[src/mdtp_pkg.sv]
// ----------------------------------------------------------------------------
// mdtp_pkg
// Shared types, character constants and type-code helpers for the method
// descriptor type packer.
// ----------------------------------------------------------------------------
package mdtp_pkg;

	localparam int QDepth = 4;
	localparam int QAw    = $clog2(QDepth);

	// type codes
	localparam logic [3:0] CODE_VOID = 4'd1;
	localparam logic [3:0] CODE_INT  = 4'd3;
	localparam logic [3:0] CODE_LONG = 4'd5;
	localparam logic [3:0] CODE_FLT  = 4'd7;
	localparam logic [3:0] CODE_DBL  = 4'd9;
	localparam logic [3:0] CODE_REF  = 4'd11;
	localparam logic [3:0] CODE_PAD  = 4'd15;

	// descriptor characters
	localparam logic [7:0] CH_V     = 8'h56;
	localparam logic [7:0] CH_J     = 8'h4A;
	localparam logic [7:0] CH_F     = 8'h46;
	localparam logic [7:0] CH_D     = 8'h44;
	localparam logic [7:0] CH_L     = 8'h4C;
	localparam logic [7:0] CH_SEMI  = 8'h3B;
	localparam logic [7:0] CH_BRACK = 8'h5B;
	localparam logic [7:0] CH_RPAR  = 8'h29;

	// register map
	localparam logic REG_OBJECT_MODE = 1'b0;

	typedef enum logic [3:0] {
		PH_OPEN  = 4'b0001,
		PH_ELEM  = 4'b0010,
		PH_ARRAY = 4'b0100,
		PH_CLASS = 4'b1000
	} phase_t;

	// one finished element, front to back
	typedef struct packed {
		logic [3:0] code;
		logic       ret;
		logic [7:0] args;
	} elem_t;

	function automatic logic [7:0] sat_inc8(input logic [7:0] v);
		sat_inc8 = (v == 8'hFF) ? v : v + 8'd1;
	endfunction

	function automatic logic [3:0] prim_code(input logic [7:0] c);
		case (c)
			CH_V:    prim_code = CODE_VOID;
			CH_J:    prim_code = CODE_LONG;
			CH_F:    prim_code = CODE_FLT;
			CH_D:    prim_code = CODE_DBL;
			default: prim_code = CODE_INT;
		endcase
	endfunction

endpackage

[src/mdtp_front.sv]
// ----------------------------------------------------------------------------
// mdtp_front
// Character parser: tracks descriptor phase and argument count, emits one
// element request per finished element.
// ----------------------------------------------------------------------------
module mdtp_front import mdtp_pkg::*; (
	input  logic       clk,
	input  logic       arst_n,
	input  logic       accept,
	input  logic [7:0] char_in,
	input  logic       object_mode,
	output logic       push,
	output elem_t      push_elem
);

	phase_t     phase_q, phase_nxt;
	logic       in_ret_q, in_ret_nxt;
	logic [7:0] args_q, args_nxt;
	logic       fin;
	logic [3:0] fin_code;
	logic [3:0] ref_code;

	assign ref_code = object_mode ? CODE_REF : CODE_INT;

	always_comb begin
		phase_nxt  = phase_q;
		in_ret_nxt = in_ret_q;
		args_nxt   = args_q;
		fin        = 1'b0;
		fin_code   = CODE_INT;
		case (phase_q)
			PH_OPEN: begin
				phase_nxt = PH_ELEM;
			end
			PH_ELEM: begin
				if (!in_ret_q && char_in == CH_RPAR) begin
					in_ret_nxt = 1'b1;
				end else begin
					if (!in_ret_q) args_nxt = sat_inc8(args_q);
					if (char_in == CH_BRACK) begin
						phase_nxt = PH_ARRAY;
					end else if (char_in == CH_L) begin
						phase_nxt = PH_CLASS;
					end else begin
						fin      = 1'b1;
						fin_code = prim_code(char_in);
					end
				end
			end
			PH_ARRAY: begin
				if (char_in == CH_L) begin
					phase_nxt = PH_CLASS;
				end else if (char_in != CH_BRACK) begin
					fin      = 1'b1;
					fin_code = ref_code;
				end
			end
			PH_CLASS: begin
				if (char_in == CH_SEMI) begin
					fin      = 1'b1;
					fin_code = ref_code;
				end
			end
			default: phase_nxt = PH_OPEN;
		endcase
		// element done: either next element or back to the opening char
		if (fin) begin
			if (in_ret_q) begin
				phase_nxt  = PH_OPEN;
				in_ret_nxt = 1'b0;
				args_nxt   = 8'd0;
			end else begin
				phase_nxt = PH_ELEM;
			end
		end
	end

	assign push           = accept && fin;
	assign push_elem.code = fin_code;
	assign push_elem.ret  = in_ret_q;
	assign push_elem.args = in_ret_q ? args_q : args_nxt;

	always_ff @(posedge clk or negedge arst_n) begin
		if (!arst_n) begin
			phase_q  <= PH_OPEN;
			in_ret_q <= 1'b0;
			args_q   <= 8'd0;
		end else if (accept) begin
			phase_q  <= phase_nxt;
			in_ret_q <= in_ret_nxt;
			args_q   <= args_nxt;
		end
	end

endmodule

[src/mdtp_queue.sv]
// ----------------------------------------------------------------------------
// mdtp_queue
// Small FIFO of element requests between parser and packer.
// ----------------------------------------------------------------------------
module mdtp_queue import mdtp_pkg::*; (
	input  logic  clk,
	input  logic  arst_n,
	input  logic  push,
	input  elem_t push_elem,
	input  logic  pop,
	output logic  full,
	output logic  head_valid,
	output elem_t head
);

	elem_t           mem_q [QDepth];
	logic [QAw-1:0]  wr_q, rd_q;
	logic [QAw:0]    cnt_q;

	assign full       = (cnt_q == (QAw+1)'(QDepth));
	assign head_valid = (cnt_q != '0);
	assign head       = mem_q[rd_q];

	always_ff @(posedge clk) begin
		if (push) mem_q[wr_q] <= push_elem;
	end

	always_ff @(posedge clk or negedge arst_n) begin
		if (!arst_n) begin
			wr_q  <= '0;
			rd_q  <= '0;
			cnt_q <= '0;
		end else begin
			if (push) wr_q <= wr_q + 1'b1;
			if (pop)  rd_q <= rd_q + 1'b1;
			case ({push, pop})
				2'b10:   cnt_q <= cnt_q + 1'b1;
				2'b01:   cnt_q <= cnt_q - 1'b1;
				default: cnt_q <= cnt_q;
			endcase
		end
	end

	a_no_overflow: assert property (@(posedge clk) disable iff (!arst_n)
		full |-> !push || pop)
		else $error("queue push while full");
	a_no_underflow: assert property (@(posedge clk) disable iff (!arst_n)
		!head_valid |-> !pop)
		else $error("queue pop while empty");
	a_cnt_range: assert property (@(posedge clk) disable iff (!arst_n)
		cnt_q <= (QAw+1)'(QDepth))
		else $error("queue count out of range");

endmodule

[src/mdtp_back.sv]
// ----------------------------------------------------------------------------
// mdtp_back
// Code packer: pairs element codes into bytes, closes the descriptor with the
// last code byte (padded if unpaired) and a count, drives the result register.
// ----------------------------------------------------------------------------
module mdtp_back import mdtp_pkg::*; (
	input  logic       clk,
	input  logic       arst_n,
	input  logic       head_valid,
	input  elem_t      head,
	output logic       pop,
	output logic       result_valid,
	input  logic       result_ready,
	output logic [7:0] out_byte,
	output logic       is_count,
	output logic [7:0] total_bytes,
	output logic       last
);

	logic       out_valid_q;
	logic [7:0] byte_q, total_q;
	logic       count_q;
	logic [3:0] held_q;
	logic       pend_q;
	logic [7:0] bytes_q;
	logic       step_q;     // pair byte of return element sent, count next
	logic       load_ok;
	logic       emit;

	assign load_ok = !out_valid_q || result_ready;

	always_comb begin
		pop  = 1'b0;
		emit = 1'b0;
		if (load_ok) begin
			if (step_q) begin
				pop  = 1'b1;
				emit = 1'b1;
			end else if (head_valid) begin
				if (head.ret) begin
					emit = 1'b1;
				end else begin
					pop  = 1'b1;
					emit = pend_q;
				end
			end
		end
	end

	always_ff @(posedge clk) begin
		if (emit) begin
			if (step_q) begin
				byte_q  <= head.args;
				count_q <= 1'b1;
				total_q <= sat_inc8(bytes_q);
			end else begin
				byte_q  <= pend_q ? {held_q, head.code} : {head.code, CODE_PAD};
				count_q <= 1'b0;
				total_q <= 8'd0;
			end
		end
	end

	always_ff @(posedge clk or negedge arst_n) begin
		if (!arst_n) begin
			out_valid_q <= 1'b0;
			held_q      <= 4'd0;
			pend_q      <= 1'b0;
			bytes_q     <= 8'd0;
			step_q      <= 1'b0;
		end else begin
			if (emit) out_valid_q <= 1'b1;
			else if (result_ready) out_valid_q <= 1'b0;
			if (load_ok) begin
				if (step_q) begin
					step_q  <= 1'b0;
					held_q  <= 4'd0;
					pend_q  <= 1'b0;
					bytes_q <= 8'd0;
				end else if (head_valid) begin
					if (head.ret) begin
						step_q  <= 1'b1;
						bytes_q <= sat_inc8(bytes_q);
					end else if (pend_q) begin
						pend_q  <= 1'b0;
						bytes_q <= sat_inc8(bytes_q);
					end else begin
						held_q <= head.code;
						pend_q <= 1'b1;
					end
				end
			end
		end
	end

	assign result_valid = out_valid_q;
	assign out_byte     = byte_q;
	assign is_count     = count_q;
	assign total_bytes  = total_q;
	assign last         = count_q;

	a_step_has_head: assert property (@(posedge clk) disable iff (!arst_n)
		step_q |-> head_valid && head.ret)
		else $error("count step without return element");
	a_count_total: assert property (@(posedge clk) disable iff (!arst_n)
		out_valid_q && count_q |-> total_q != 8'd0)
		else $error("count result with zero length");
	a_step_clears: assert property (@(posedge clk) disable iff (!arst_n)
		step_q && load_ok |=> !pend_q && bytes_q == 8'd0)
		else $error("descriptor state not cleared after count");

endmodule

[src/method_descriptor_type_packer.sv]
// ----------------------------------------------------------------------------
// method_descriptor_type_packer
// Packs the element types of a method descriptor into 4-bit code pairs.
// ----------------------------------------------------------------------------
// One descriptor character is taken per request on the char channel, up to one
// per clock unless the queue is full. The first character of each descriptor is
// dropped; each element (V=1, J=5, F=7, D=9, reference/array=11 or 3 per
// object_mode, else 3) yields a 4-bit code, and codes pair up into bytes,
// earlier code in the high nibble. A ')' makes the next element the return
// type; once it ends, the block sends the last code byte (low nibble 15 if
// unpaired) and then a count result (is_count=last=1, out_byte=argument count,
// total_bytes=code bytes + 1, both saturating at 255). A parser stage
// classifies characters and pushes one request per finished element into a
// 4-deep queue; the packer drains it into a single output register, one result
// per cycle unless result_ready stalls it. A stalled result side backs up into
// the queue before char_ready drops. object_mode (APB address 0, bit 0,
// reset 1) must only be written while the block is idle.
// ----------------------------------------------------------------------------
module method_descriptor_type_packer import mdtp_pkg::*; (
	input  logic        clk,
	input  logic        arst_n,
	// APB configuration
	input  logic        psel,
	input  logic        penable,
	input  logic        pwrite,
	input  logic [2:0]  paddr,
	input  logic [31:0] pwdata,
	output logic [31:0] prdata,
	output logic        pready,
	// character input
	input  logic        char_valid,
	output logic        char_ready,
	input  logic [7:0]  char_in,
	// results
	output logic        result_valid,
	input  logic        result_ready,
	output logic [7:0]  out_byte,
	output logic        is_count,
	output logic [7:0]  total_bytes,
	output logic        last
);

	logic  object_mode_q;
	logic  reg_hit;
	logic  accept;
	logic  push, pop, full, head_valid;
	elem_t push_elem, head;

	// register file: only object_mode at word 0
	assign pready  = 1'b1;
	assign reg_hit = (paddr[2] == REG_OBJECT_MODE);
	assign prdata  = reg_hit ? {31'd0, object_mode_q} : 32'd0;

	always_ff @(posedge clk or negedge arst_n) begin
		if (!arst_n) begin
			object_mode_q <= 1'b1;
		end else if (psel && penable && pwrite && reg_hit) begin
			object_mode_q <= pwdata[0];
		end
	end

	// the parser only pushes on an accepted char, so a free queue slot is enough
	assign char_ready = !full;
	assign accept     = char_valid && char_ready;

	mdtp_front u_front (
		.clk         (clk),
		.arst_n      (arst_n),
		.accept      (accept),
		.char_in     (char_in),
		.object_mode (object_mode_q),
		.push        (push),
		.push_elem   (push_elem)
	);

	mdtp_queue u_queue (
		.clk        (clk),
		.arst_n     (arst_n),
		.push       (push),
		.push_elem  (push_elem),
		.pop        (pop),
		.full       (full),
		.head_valid (head_valid),
		.head       (head)
	);

	mdtp_back u_back (
		.clk          (clk),
		.arst_n       (arst_n),
		.head_valid   (head_valid),
		.head         (head),
		.pop          (pop),
		.result_valid (result_valid),
		.result_ready (result_ready),
		.out_byte     (out_byte),
		.is_count     (is_count),
		.total_bytes  (total_bytes),
		.last         (last)
	);

endmodule
[config.mk]
export PLATFORM = sky130hd
export DESIGN_NAME = method_descriptor_type_packer
export DESIGN_NICKNAME = d
export VERILOG_FILES = /design/src/mdtp_pkg.sv /design/src/mdtp_front.sv /design/src/mdtp_queue.sv /design/src/mdtp_back.sv /design/src/method_descriptor_type_packer.sv
export SDC_FILE = /design/constraint.sdc
export NUM_CORES = 1
export LEC_CHECK = 0
export ABC_AREA = 1
export BUFFER_PORTS_ARGS = -buffer_cell sky130_fd_sc_hd__buf_2
export CELL_PAD_IN_SITES_DETAIL_PLACEMENT = 0
export CELL_PAD_IN_SITES_GLOBAL_PLACEMENT = 2
export CORE_MARGIN = 2
export CORE_UTILIZATION = 30
export DETAILED_ROUTE_END_ITERATION = 8
export GPL_TIMING_DRIVEN = 0
export PLACE_DENSITY = 0.79
export SYNTH_ARGS = -nofsm -noshare
export SYNTH_HDL_FRONTEND = slang
export SYNTH_SLANG_ARGS = --single-unit
[constraint.sdc]
create_clock -name clk -period 4.3 [get_ports clk]
set_input_delay 0.645 -clock clk [delete_from_list [all_inputs] [get_ports clk]]
set_output_delay 0.645 -clock clk [all_outputs]
set_load 0.05 [all_outputs]
Yosys cells after proc, flatten, opt, wreduce, memory -nomap -nowiden. Memories as Yosys holds them, arrays and structs flattened. Cells that the tools add are included.

Add/sub/neg operators: 6. Equality and inequality tests: 22. Mux-type cells: 66. Bitwise gates (word level): 1. Reduce and logical (&&, ||, !) cells: 19.

Operators by type and width (number): $mux W8 (14); $mux W4 (15); $eq A8 B7 Y1 const B (6); $pmux W4 S4 (2); $mux W1 (31); $add A8 B1 Y8 const B (2); $eq A8 B6 Y1 const B (2); $eq A8 B8 Y1 const B (2); $pmux W4 S3 (1); $reduce_and A3 Y1 (3); $ne A8 B7 Y1 const B (1); $logic_and A1 B1 Y1 (6); $pmux W3 S2 (1); $reduce_bool A2 Y1 (3); $reduce_bool A3 Y1 (2); $add A2 B1 Y2 const B (2); $eq A4 B1 Y1 const B (1); $eq A4 B2 Y1 const B (1); $eq A4 B3 Y1 const B (1); $eq A4 B4 Y1 const B (1); $ne A2 B1 Y1 const B (2); $reduce_and A4 Y1 (1); $add A3 B1 Y3 const B (1); $eq A3 B3 Y1 const B (1); other kinds (10) (12).

Register bits after elaboration: 53. Bits in writable memories: 52. Input port bits: 50. Output and inout port bits: 53. Logic and storage cells: 130. Memories kept: 1.

Memory list: u_queue.mem_q (words 4, bits a word 13, rd ports 1, clocked after memory_dff 0, wr ports 1, line mdtp_queue.sv:16) `elem_t mem_q [QDepth];`.

Depth between registers and ports, before layout. Gate-level depths: netlist of run 1.

Depth in word-level cells: 8. Gate-level depth with buffers: 14. Gate-level depth less buffers: 14.

Hierarchy. A second synthesis of run 1 with hierarchy kept.

Cells, all modules: 645. Area total of the unflattened synthesis: 5751.8 sq um.

Modules (own cells, without submodules): mdtp_queue (instances 1, cells an instance 225, area each 2551.2 sq um, sequential area each 1736.7 sq um); mdtp_back (instances 1, cells an instance 170, area each 1562.7 sq um, sequential area each 885.8 sq um); mdtp_front (instances 1, cells an instance 202, area each 1311.3 sq um, sequential area each 326.6 sq um); method_descriptor_type_packer (instances 1, cells an instance 48, area each 326.6 sq um, sequential area each 26.3 sq um).

Worst setup path after synthesis of run 1. Ideal clock, no wire load.

Path type: reg2reg. Start point: reg u_queue.cnt_q[0]. End point: reg u_queue.cnt_q[2]. Setup time: 0.131 ns. Data arrival time: 2.356 ns. Data required time: 4.169 ns. Setup slack: 1.813 ns. Stages on the path, launching flop included: 11. Buffers on the path: 0. Clock period less this slack: 2.487 ns. Cells stage by stage: dfrtp_1 nor2_1 nand2_1 nand2_1 inv_1 nand2_4 ha_1 fa_1 a21oi_1 o21ai_0 xor2_1.

Longest elaborated chain between the ends: 6. Elaborated cells between the ends (all ways): 14. Classes of those cells: add/sub (2); eq/ne (3); mux (4); reduce/logical (5).

RTL lines: start: declaration (line mdtp_queue.sv:18) `logic [QAw:0] cnt_q;`; start signal: assignment (line mdtp_queue.sv:37) `2'b10: cnt_q <= cnt_q + 1'b1;`; start signal: assignment (line mdtp_queue.sv:38) `2'b01: cnt_q <= cnt_q - 1'b1;`; start signal: assignment (line mdtp_queue.sv:39) `default: cnt_q <= cnt_q;`; $eq A3 B3 Y1 * (line mdtp_queue.sv:20) `assign full = (cnt_q == (QAw+1)'(QDepth));`; $logic_not A1 Y1 * (line method_descriptor_type_packer.sv:63) `assign char_ready = !full;`; net char_ready (line method_descriptor_type_packer.sv:32) `output logic char_ready,`; $logic_and A1 B1 Y1 * (line method_descriptor_type_packer.sv:64) `assign accept = char_valid && char_ready;`; $logic_and A1 B1 Y1 * (line mdtp_front.sv:78) `assign push = accept && fin;`; $eq A2 B1 Y1 or $eq A2 B2 Y1 (tied branches) (line mdtp_queue.sv:36) `case ({push, pop})`; $pmux W3 S2 or $reduce_bool A2 Y1 (tied branches).

The timed path passes the listed nets; every way through them passes the cells marked *. A chain may end at the register's enable or synchronous reset.

Worst setup path in the final report of run 1.
Start point: reg u_front.phase_q[1]. End point: mem u_queue.mem_q[3][6] in the netlist's numbering (enable).

Longest elaborated chain between the ends: 5. Elaborated cells between the ends (all ways): 7. Classes of those cells: eq/ne (3); mux (3); reduce/logical (1).

RTL lines: start: declaration (line mdtp_front.sv:16) `phase_t phase_q, phase_nxt;`; start signal: assignment (line mdtp_front.sv:89) `phase_q <= phase_nxt;`; $eq A4 B4 Y1, or another cell as far along (line mdtp_front.sv:31) `case (phase_q)`; $pmux W1 S3 * (line mdtp_front.sv:31); $logic_and A1 B1 Y1 * (line mdtp_front.sv:78); $mux W1 * (line mdtp_queue.sv:25) `if (push) mem_q[wr_q] <= push_elem;`; $mux W1 (not written as such) * (line mdtp_queue.sv:25); end: declaration (line mdtp_queue.sv:16).

Mark *: on every way between the ends. The rest lies on a longest branch, timed or not.

==> impl_metrics.toml, run 1 <==
[clocking]
clockRootBuffer = "sky130_fd_sc_hd__clkbuf_16"
cts.htree.levels = 3
cts_tree = "yes"
cts.reportedPaths.clkPinSlew_ns = 0.07
cts.repair_timing.setup_buffer_count = 0
insertion_delay_ns = 0.35
cts_inserted_buffers = 9
tritoncts_num_sinks = 101
postCtsHoldBufs = 0
cts_resized = 0
clockBufferDepth = 2

[placed_design]
cell_area_reported_after_detailed_placement_um2 = 5670
io_buffer_count = 37
routabilityCongestion = 0.808
place_hpwl_um = 7880
dp_cells = 824

[sta]
rsz_0062_raised_after_global_routing = "false"
tightestPinTransition_ns = 1.16
skew_ns = 0.0134
final.hold.worst_slack_ns = 0.428
fmax_mhz = 384
final.setup.tns_ns = 0
timing_hold_violations_final = 0
setup_viol = 0
timing.final.max_slew_violations = 0
final.period_utilization = 0.606
slew_headroom = 0.221
period_minus_slack_ns = 2.61

[pwr]
cellLeakagePower_nw = 2.61
vdd_ir_drop_max_v = 0.000334
powerDensity_nw_per_um2 = 681

[critical_path]
critical_path_data_arrival_time_ns = 2.56
setup.worst_path.start_class = "register"
worst_ep_required_time_ns = 4.25
criticalPathCategory = "register to register"
timing.critical_path.to_type = "register"
path_max_fanout = 12

[global_route]
first_pass_grt_wire_length_um = 17200
grt_max_degree = 37
overall_overflow_remaining_after_global_route = 0
grt_resource_usage_total = 0.124
vias_in_the_first_global_route = 3520
grt_antenna_before_repair = 0

[routing]
detail_route.drc_violations = 0
dr.pass1.iters = 4
antenna_violating_nets_left = 0
drt_wl_total_um = 10600
drtIter0Drc = 186
post_drt_via_cell_ratio = 4.38
detailroute.via_count = 3679
post_drt_wl_per_cell_um = 12.6

[logic_synthesis]
syn_area_per_cell_um2 = 9.50
yosys_warnings = 0
synth_seq_area_share = 0.560
yosys.cell_types.count = 43
netlist_instances = 537
yosys_register_bits = 101
syn-cell-area_um2 = 5100

[floorplanning]
floorplan_core_area_um2 = 16600
die-height_um = 134
floorplan.die_area_um2 = 18100
pin_count = 103
row_count = 47
x_dimension_of_the_die_um = 134
initial_core_util = 0.308

[hold_path]
hold_path.class = "primary input to asynchronous set/reset pin"

[final_layout]
final_common_cell = "sky130_fd_sc_hd__nand2_1"
layoutNonFillerInstCount = 840
layout.cell_area.non_filler_um2 = 6000
final_nets = 673
insertedDiodeCount = 0
final_cell_mix = "sky130_fd_sc_hd__nand2_1 (107), sky130_fd_sc_hd__edfxtp_1 (65), sky130_fd_sc_hd__inv_1 (57)"
final_layout_size_suffix_gt1_frac = 0.200
synth_to_layout_area_growth_pct = 17.6

[outcome]
run_status = "complete, no violations"

[job]
cap_violations = 0
per-stage QoR:
| stage | util | setup WS, ns | power [mW] |
|---|---|---|---|
| 6_report | 0.362 | 1.69 | 4.09 |
| 5_1_grt | 0.362 | 1.39 | 4.37 |
| 4_1_cts | 0.362 | 1.61 | 4.14 |
| 3_5_place_dp | 0.342 | 1.39 | 3.26 |
| 3_3_place_gp | 0.342 | 1.40 | 3.22 |
| 2_1_floorplan | - | 1.81 | 2.81 |
logic make-up (layout without fill, tap and decap cells):
kind of cell,after synthesis,after routing,synth area share
buffers and inverters,109,162,0.108
AO/OA/AOI/OAI,80,80,0.0918
XOR/XNOR,8,8,0.0152
flip-flops,101,101,0.560
other,2,32,0.00147
AND/OR/NAND/NOR,228,228,0.200
multiplexers,1,1,0.00221
adder cells (fa/ha/maj),8,8,0.0211
where the power goes:
part	switching, mW	internal, mW
Combinational	1.25	0.476
Clock	0.343	0.531
Sequential	0.122	1.36
Total	1.72	2.37
state kept, by name, indices dropped and copies added, names as in the netlist, 2 cells and up:
signal / cells
u_queue.wr_q: 2
u_back.bytes_q: 8
u_back.out_byte: 8
u_back.total_bytes: 8
u_queue.cnt_q: 3
u_front.args_q: 8
u_front.phase_q: 4
u_queue.mem_q: 48
u_back.held_q: 4
u_queue.rd_q: 2
metal layers:
metal | part of all wire | up-vias | track usage
li1 | - | 1883 | -
met1 | 0.44 | 1713 | 0.141
met2 | 0.51 | 71 | 0.226
met3 | 0.037 | 12 | 0.0329
met4 | 0.015 | 0 | 0.0404
met5 | 0 | - | 0
cells in the mapped netlist:
cell type	count	area (µm²)
sky130_fd_sc_hd__inv_4	1	6.26
sky130_fd_sc_hd__edfxtp_1	65	1950
sky130_fd_sc_hd__a21oi_2	2	17.5
sky130_fd_sc_hd__a21boi_1	1	7.51
sky130_fd_sc_hd__a21oi_1	14	70.1
sky130_fd_sc_hd__o22ai_1	19	119
sky130_fd_sc_hd__clkbuf_1	4	15.0
sky130_fd_sc_hd__nor2_4	1	11.3
sky130_fd_sc_hd__xor2_1	6	52.6
sky130_fd_sc_hd__dfstp_2	2	52.6
sky130_fd_sc_hd__buf_6	1	11.3
sky130_fd_sc_hd__a32oi_1	1	8.76
sky130_fd_sc_hd__o221ai_1	1	8.76
sky130_fd_sc_hd__o211ai_1	3	22.5
sky130_fd_sc_hd__dfrtp_1	34	851
sky130_fd_sc_hd__nand4_2	1	12.5
sky130_fd_sc_hd__nand2_4	3	33.8
sky130_fd_sc_hd__nor3_1	3	15.0
sky130_fd_sc_hd__xnor2_1	1	8.76
sky130_fd_sc_hd__xor2_2	1	16.3
sky130_fd_sc_hd__conb_1	2	7.51
sky130_fd_sc_hd__a221o_1	3	30.0
sky130_fd_sc_hd__a31oi_1	1	6.26
sky130_fd_sc_hd__mux2_2	1	11.3
sky130_fd_sc_hd__nor3b_1	1	7.51
sky130_fd_sc_hd__fa_1	1	20.0
sky130_fd_sc_hd__nand3_1	37	185
sky130_fd_sc_hd__buf_1	2	7.51
sky130_fd_sc_hd__nand3_2	2	20.0
sky130_fd_sc_hd__o21ai_0	27	135
sky130_fd_sc_hd__nand2_1	107	402
sky130_fd_sc_hd__o21a_1	1	7.51
sky130_fd_sc_hd__nand2_2	4	25.0
sky130_fd_sc_hd__nand4_1	6	37.5
sky130_fd_sc_hd__nor2_2	9	56.3
sky130_fd_sc_hd__nand3_4	1	17.5
sky130_fd_sc_hd__ha_1	7	87.6
sky130_fd_sc_hd__buf_2	3	15.0
sky130_fd_sc_hd__o21ai_1	7	35.0
sky130_fd_sc_hd__nor2_1	53	199
sky130_fd_sc_hd__inv_2	7	26.3
sky130_fd_sc_hd__buf_4	34	255
sky130_fd_sc_hd__inv_1	57	214
worst max-delay path, stage by stage, from the launching register on:
cell and delay [ns]:
sky130_fd_sc_hd__dfrtp_1 0.45, sky130_fd_sc_hd__nor2_2 0.15, sky130_fd_sc_hd__nand2_1 0.08, sky130_fd_sc_hd__nor2_2 0.18, sky130_fd_sc_hd__nand3_1 0.12, sky130_fd_sc_hd__nand2_2 0.09, sky130_fd_sc_hd__inv_4 0.06, sky130_fd_sc_hd__nand2_4 0.10
sky130_fd_sc_hd__nand2_4 0.10, sky130_fd_sc_hd__nor2_1 0.89
area by class of cell:
type	instances	area, µm²
plain buffers	44	304
clock buffers	12	246
clock inverters	4	80.1
fillers	1687	10600
inverters	65	246
multi-input cells	357	1810
flip-flops and latches	101	2860
well taps	220	275
repair buffers	37	185
final timing paths:
kind	start	endpoint	slack, ns	cells after the start
max	u_front.phase_q[1]	u_queue.mem_q[3][6]	1.69	9
min	arst_n	u_back.bytes_q[4]	0.43	1
max reg2reg	u_front.phase_q[1]	u_queue.mem_q[3][6]	1.69	9
min reg2reg	u_front.phase_q[0]	u_front.phase_q[0]	0.50	2
max in group asynchronous	arst_n	u_front.args_q[5]	3.28	1
min in group clk	result_ready	u_back.result_valid	0.50	2
(Power assumes the default switching activity.)
==> run 2: changes to the inputs <==
Settings changed: PLACE_DENSITY 0.79 to 0.82.
Clock period 4.3 ns to 2.1 ns, I/O delays scaled along.
==> run 2 against run 1 <==
Against the previous run: sequential cell count is the same; critical endpoint is now u_queue.cnt_q[1]; maximum frequency grew 21%; clock power up 77%; final area grew 4.3%; power increased by 110%; the run now ends with setup timing left; highest routed layer unchanged; clock-buffer cell count stayed put; non-clock buffer count up 22; first-iteration DRC count is 3.2% lower; sequential share of layout area decreased by 1.9 points.
==> impl_metrics.toml, run 2 (same netlist as run 1, synthesis figures left out) <==
[critical_path]
worstSetupStartpoint = "u_front.phase_q[2]"
worst_ep_required_time_ns = 2.33
critical_register_to_register_path_startpoint = "u_front.phase_q[2]"
critical_path_data_arrival_time_ns = 2.38
crit_slowest_cell = "sky130_fd_sc_hd__dfrtp_1"
setup.worst_path.start_class = "register"
cp_top_family = "adder cells"
path_max_fanout = 6
crit_path_cell_trace = "buf_6, nor2_4, nand2_2, nor2_1, nand3_1, nand2_2, inv_4, nand2_8, nand2_8, ha_4, fa_2, mux2_4"
longest_individual_stage_delay_on_the_worst_path_ns = 0.42
timing.critical_path.buf_inv = 2
timing.critical_path.to_type = "register"
criticalPathCategory = "register to register"

[sta]
final.hold.worst_slack_ns = 0.0979
setup_viol = 25
slew_headroom = 0.398
timing.final.max_slew_violations = 0
fin_ws_ns = -0.0531
final.period_utilization = 1.03
period_minus_slack_ns = 2.15
final.setup.tns_ns = -0.441
fmax_mhz = 464
tightestPinTransition_ns = 0.903
skew_ns = 0.0121
timing_hold_violations_final = 0
rsz_0062_raised_after_global_routing = "true"

[routing]
detailroute.via_count = 3773
post_drt_via_cell_ratio = 4.38
drt_wl_total_um = 10900
post_drt_wl_per_cell_um = 12.6
drtIter0Drc = 180
antenna_violating_nets_left = 0
dr.pass1.iters = 6
detail_route.drc_violations = 0

[final_layout]
multi_input_area_um2 = 1930
final_layout_size_suffix_gt1_frac = 0.260
final_cell_mix = "sky130_fd_sc_hd__nand2_1 (99), sky130_fd_sc_hd__edfxtp_1 (65), sky130_fd_sc_hd__inv_1 (56)"
finish.utilization = 0.377
final-seq-area_um2 = 2860
final.fill_count = 1683
largest_reg_flops = 48
layoutNonFillerInstCount = 862
top_register = "u_queue.mem_q"
synth_to_layout_area_growth_pct = 22.7
insertedDiodeCount = 0
final_common_cell = "sky130_fd_sc_hd__nand2_1"
final_nets = 695

[placed_design]
place_worst_setup_slack_ns = -0.605
dp_cells = 824
routabilityCongestion = 0.796
place_hpwl_um = 7640
io_buffer_count = 37

[clocking]
cts_inserted_buffers = 9
cts_tree = "yes"
cts.reportedPaths.clkPinSlew_ns = 0.07
clockRootBuffer = "sky130_fd_sc_hd__clkbuf_16"
tritoncts_num_sinks = 101
insertion_delay_ns = 0.34
postCtsHoldBufs = 0
cts.htree.levels = 3
clockBufferDepth = 2

[pwr]
seqPwrFrac = 0.357
pwr-share-clk = 0.182
combPwrFrac = 0.461
power_report.internal_total_mw = 4.86
cellLeakagePower_nw = 2.70
sw_frac_of_total = 0.431
powerDensity_nw_per_um2 = 1360
vdd_ir_drop_max_v = 0.000707
p_sw_mw = 3.68

[global_route]
grt_max_degree = 37
overall_overflow_remaining_after_global_route = 0
first_pass_grt_wire_length_um = 17800
grt_resource_usage_total = 0.126
vias_in_the_first_global_route = 3588
grt_antenna_before_repair = 0

[floorplanning]
x_dimension_of_the_die_um = 134
initial_core_util = 0.308
pin_count = 103
floorplan.die_area_um2 = 18100
floorplan_core_area_um2 = 16600
row_count = 47
die-height_um = 134

[outcome]
run_status = "complete, but fails checks"
failed_checks = "setup timing"

[hold_path]
hold_path.class = "primary input to asynchronous set/reset pin"

[job]
cap_violations = 0
-- run 2: cell types whose count changed in the layout (fill, tap and decap cells not counted), sizes merged --
| cell | change |
|---|---|
| bufinv | -2 |
| inv | -1 |
| buf | +21 |
| clkinv | +2 |
| clkbuf | +1 |
| clkinvlp | +1 |
-- run 2: area by class of cell --
cell class,count,share of cell area
Inverter,65,0.0404
Tap cell,220,0.0440
Buffer,44,0.0492
Timing Repair Buffer,59,0.0572
Sequential cell,101,0.457
Multi-Input combinational cell,357,0.308
Clock buffer,12,0.0394
Clock inverter,4,0.00520
-- run 2: metal layers --
metal  vias up  track usage  routed length, µm
li1       1930            -                  -
met1      1762        0.154               4720
met2        69        0.223               5540
met3        12       0.0272                464
met4         0       0.0398                132
met5         -            0                  0
-- run 2: final timing paths --
kind	endpoint	slack [ns]	cells after the start
worst max-delay path	u_queue.cnt_q[1]	-0.05	12
worst min-delay path	u_back.bytes_q[6]	0.1	1
worst max register to register	u_queue.cnt_q[1]	-0.05	12
worst min register to register	u_front.phase_q[0]	0.50	2
max in group asynchronous	u_front.phase_q[1]	1.38	1
min in group clk	u_back.result_valid	0.17	2
-- run 2: through the flow --
stage / power, mW / cell area, µm²
floorplan: 5.80 / 5240
global placement: 6.64 / 5700
detailed placement: 6.71 / 5700
CTS: 8.50 / 6230
global route: 9.12 / 6260
finish: 8.53 / 6260
-- run 2: power groups by stage --
stage | Sequential, mW | Combinational, mW | Clock, mW
2_1_floorplan | 3.65 | 2.15 | 0
3_3_place_gp | 3.08 | 3.56 | 0
3_5_place_dp | 3.09 | 3.62 | 0
4_1_cts | 3.04 | 3.88 | 1.59
5_1_grt | 3.11 | 4.35 | 1.67
6_report | 3.04 | 3.94 | 1.55
-- run 2: what timing repair did --
action | in CTS | in global routing
buffers inserted | 21 | 4
pin swaps | 12 | 2
setup endpoints to repair | 50 | 55
endpoints found under the hold margin | 0 | 0
gates resized for setup | 23 | 9
